`src/rtl/nm3x3_ram.sv`:
```
// generic simple dual port ram with registered read
`default_nettype none

module nm3x3_ram #(
    parameter int WIDTH = 16,
    parameter int DEPTH = 256
) (
    input  wire logic                                        i_clk,
    input  wire logic                                        i_we,
    input  wire logic [(DEPTH > 2 ? $clog2(DEPTH) : 1)-1:0]  i_waddr,
    input  wire logic [WIDTH-1:0]                            i_wdata,
    input  wire logic                                        i_re,
    input  wire logic [(DEPTH > 2 ? $clog2(DEPTH) : 1)-1:0]  i_raddr,
    output logic      [WIDTH-1:0]                            o_rdata
);

    logic [WIDTH-1:0] r_mem [DEPTH];

    always_ff @(posedge i_clk) begin
        if (i_we) begin
            r_mem[i_waddr] <= i_wdata;
        end
        if (i_re) begin
            o_rdata <= r_mem[i_raddr];
        end
    end

endmodule

`default_nettype wire

```
`config.mk`:
```
export PLATFORM = sky130hd
export DESIGN_NAME = nm3x3_ram
export DESIGN_NICKNAME = d
export VERILOG_FILES = /design/src/rtl/nm3x3_ram.sv
export SDC_FILE = /design/constraint.sdc
export NUM_CORES = 2
export LEC_CHECK = 0
export ABC_AREA = 0
export BUFFER_PORTS_ARGS = -buffer_cell sky130_fd_sc_hd__buf_4
export CORE_MARGIN = 4
export CORE_UTILIZATION = 55
export DETAILED_ROUTE_END_ITERATION = 6
export MAX_ROUTING_LAYER = met4
export PLACE_DENSITY = 0.71
export REMOVE_ABC_BUFFERS = 1
export SYNTH_ARGS = -nofsm -noshare
export SYNTH_HDL_FRONTEND = slang
export SYNTH_SLANG_ARGS = --single-unit
```
`constraint.sdc`:
```
create_clock -name i_clk -period 4.26 [get_ports i_clk]
set_input_delay 0.426 -clock i_clk [delete_from_list [all_inputs] [get_ports i_clk]]
set_output_delay 0.426 -clock i_clk [all_outputs]
set_load 0.005 [all_outputs]
```
Yosys cells after proc, flatten, opt, wreduce, memory -nomap -nowiden
Memory sizes are Yosys's and may differ from the RTL's. A register that Yosys moved wholly into a read port is not among the register bits.
Cells that the tools add are included.
{"block": "totals", "reg_bits": 0, "latch_bits": 0, "ramBits": 4096, "rom_bits": 0, "in_bits": 35, "out_inout_bits": 16, "mem_count": 1}
{"memory": "r_mem", "words": 256, "word_bits": 16, "rd": 1, "rd_ports_with_merged_regs": 1, "write_ports": 1, "line_no": "17", "rtl": "logic [WIDTH-1:0] r_mem [DEPTH];"}
{"block": "classes", "n_addsub": 0, "multipliers": 0, "div": 0, "magnitude_cmp": 0, "n_eq_ne": 0, "n_shift": 0, "mux": 2, "bitwise_logic": 0, "n_reduce_logical": 0}
{"operator": "$mux 1", "count": 2}

Depth between registers and ports, before layout
{"block": "depth", "ltp_word": 2, "mapped_depth": 12}

Worst setup path before layout
OpenSTA, ideal clock, no wires.
{"block": "synth_timing", "kind": "input to register", "startpoint": "input i_raddr[0] (netlist name)", "endpoint": "register o_rdata[4] (read register of r_mem), data pin", "arrival_time_ps": 2410, "t_required_ps": 3995, "path_slack_ps": 1585, "stages": 8, "path_buffers": 3, "path_cell_list": "buf_6 -> buf_6 -> buf_2 -> mux4_2 -> mux4_2 -> a22o_1 -> o32ai_2 -> nor4_2"}
{"element": "start, declared", "line_no": "13", "rtl": "input wire logic [(DEPTH > 2 ? $clog2(DEPTH) : 1)-1:0] i_raddr,"}
{"element": "end, declared", "line_no": "14", "rtl": "output logic [WIDTH-1:0] o_rdata"}

==> impl_metrics.yaml <==
logic_synthesis:
  syn_area_um2: 159000
  postSynthAreaPerCell_um2: 21.6
  synthCells: 7360
  yosys_warnings: 0
  seq_area_frac_synth_pct: 77.7
  async_flop_share_pct: 0
  synth-edff-count: 4112
  synth-seq-cells: 4112
  ys.flop_type: "edfxtp_1"
  synth.distinct_cells: 51
cts:
  cts_post_setup_buffers_inserted: 0
  clkLatencyLatePin_ns: 0.97
  clkTransAtPathRegs_ns: 0.06
  ctsRootBufferMaster: "clkbuf_16"
  cts.path.max_buffers: 4
  hold_buffers: 6
  cts_buffers: 403
  ctsResizeCount: 0
  cts_tree: "done"
  cts_sinks: 4112
  cts.htree.levels: 5
timing:
  fin_ws_ns: 0.693
  setup_viol: 0
  hold_slack_ns: -0.0157
  slew-limit-headroom_pct: 10.7
  final_max_slew_viol_count: 0
  max_freq_ghz: 0.280
  tns_ns: 0
  worst_pin_slew_ns: 1.34
  skew_ns: 0.0616
  final_hold_viol_count: 1
  period_needed_ns: 3.57
  rsz0062_at_grt: "false"
  fin_crit_sh_pct: 83.7
routing:
  m1WireLength_um: 154000
  highest_layer: "met4"
  wl_per_cell_um: 34.2
  viasPerCell: 6.72
  final_antenna_net_count: 0
  routed_wl_um: 413000
  drc: 0
  vias: 81300
  route.met2.wl_um: 197000
  firstDrtPassIters: 6
  drtIter0Drc: 12900
  routed-wl-met3_um: 44700
worst_hold_path:
  hold_path_class: "in -> reg"
status:
  violations: "negative hold slack"
  status: "finished with violations"
power_and_ir_drop:
  clock_power_share_pct: 42.5
  peakVddDrop_uv: 342
  p_leak_nw: 57.8
  p_int_mw: 66.8
  p_per_area_nw_per_um2: 471
  pwr-share-comb_pct: 5.0
  p_seq_share_pct: 52.6
  swShare_pct: 21.4
  switching_power_mw: 18.2
worst_setup_path:
  endpoint: "o_rdata[10]"
  cp.required_ns: 4.89
  rr_startpoint: "r_mem[8][10]"
  end_kind: "flop"
  timing.critical_path.arrival_ns: 4.20
  critPathSlowestCell: "o32ai_1"
  cp_max_fo: 1
  crit_chain: "mux4_2 > mux2_2 > a22oi_1 > nand2_1 > o32ai_1 > nor4_1"
  r2r_slack_ns: 0.69
  crit_type: "reg -> reg"
  rr_endpoint: "o_rdata[10]"
  cp-start-kind: "flop"
  path_delay_family: "compound AO/OA/AOI/OAI gates"
  path_buf_inv: 0
  slowest_delay_ns: 1.04
  reg2reg_depth: 6
  critPathLaunch: "r_mem[8][10]"
  worst-path-stages: 6
floorplan:
  die_w_um: 545
  io_pins: 51
  start_util_pct: 55.2
  row_count: 197
  dieArea_um2: 298000
  core_um2: 288000
  chipHeight_um: 545
global_routing:
  overflow: 0
  grt_max_degree: 135
  grt_use_total_pct: 28.3
  first_global_vias: 79700
  antenna_found_initial: 23
  grt_pass1_wl_um: 590000
finish:
  areaGrowthSynthToFinish_pct: 13.6
  final_nets: 7996
  fin_util_pct: 62.7
  drive_gt1_share_pct: 26.2
place:
  post-place-ws_ns: -0.189
  numPortBuffers: 50
  place_congestion: 0.938
  hpwl_um: 245000
flow_run:
  drv_cap: 0
## flip-flops by register name, indices dropped and copies added, names as in the netlist
name,count
o_rdata,16
r_mem,4096
## layer usage
layer  up-vias  track usage (%)
li1      32500                -
met1     42700             39.0
met2      5288             42.5
met3       767             5.66
met4         0             10.7
met5         -                -
## cells by family after synthesis
group,Yosys count,synth area share [%]
multiplexers,1450,15.5
AO/OA/AOI/OAI,786,3.53
AND/OR/NAND/NOR,556,1.57
flip-flops,4112,77.7
buffers and inverters,456,1.69
## power groups by stage
stage	clock [mW]	combinational, mW	sequential [mW]
final	36.1	4.21	44.7
after global routing	38.3	4.40	44.7
after CTS	36.5	4.20	44.7
after detailed placement	0	4.17	45.5
after global placement	0	4.08	45.5
after floorplan	0	1.65	45.5
## metrics by stage
| stage | instance area [um2] | power, mW | instances |
|---|---|---|---|
| after floorplan | 156000 | 47.2 | 6908 |
| after global placement | 167000 | 49.6 | 11300 |
| after detailed placement | 167000 | 49.7 | 11300 |
| after CTS | 180000 | 85.4 | 12100 |
| after global routing | 180000 | 87.4 | 12100 |
| final | 181000 | 85.0 | 12100 |
## worst min-delay path by stage
stage               startpoint             to  slack, ns  cells after the start
finish              i_wdata[1]   r_mem[52][1]      -0.02                      1
global route        i_wdata[1]   r_mem[52][1]      0.005                      1
CTS                 i_wdata[1]  r_mem[178][1]      0.008                      1
detailed placement        i_re     o_rdata[0]       0.87                      1
global placement          i_re     o_rdata[3]       0.88                      1
floorplan           i_wdata[0]    r_mem[0][0]       0.52                      0
## cell type report
class / count / area, um2
diodes: 21 / 52.6
clock buffers: 476 / 10400
clock inverters: 266 / 3140
fillers: 18800 / 107000
inverters: 4 / 27.5
multi-input cells: 2792 / 32900
flip-flops and latches: 4112 / 123000
well taps: 3781 / 4730
repair buffers: 648 / 5840
## Yosys cell counts, drive strengths merged, types with 18 or more instances
cell,number,area share (%)
a211oi,18,0.085
a21oi,175,0.55
a221oi,28,0.15
a22o,32,0.18
a22oi,43,0.20
buf,222,1.1
clkbuf,230,0.54
edfxtp,4112,78
mux2,88,0.62
mux2i,565,3.6
mux4,797,11
nand2,38,0.090
nand3,35,0.11
nand4,26,0.10
nor2,304,0.72
nor3,92,0.29
nor4,18,0.075
o21ai,38,0.12
o221ai,253,1.4
o22ai,148,0.58
o32ai,21,0.12
## placed cells by master (no fill, tap or decap), types with 38 or more instances in the layout
master     instances
a21oi_1          175
a22oi_1           43
buf_12            64
buf_4            558
bufinv_16         51
clkbuf_1          72
clkbuf_16        404
clkinv_1          74
clkinv_2          86
edfxtp_1        4112
mux2_2            88
mux2i_1          565
mux4_2           797
nand2_1           38
nor2_1           277
nor3_1            90
o221ai_1         252
o22ai_1          148
(Power assumes the default switching activity.)
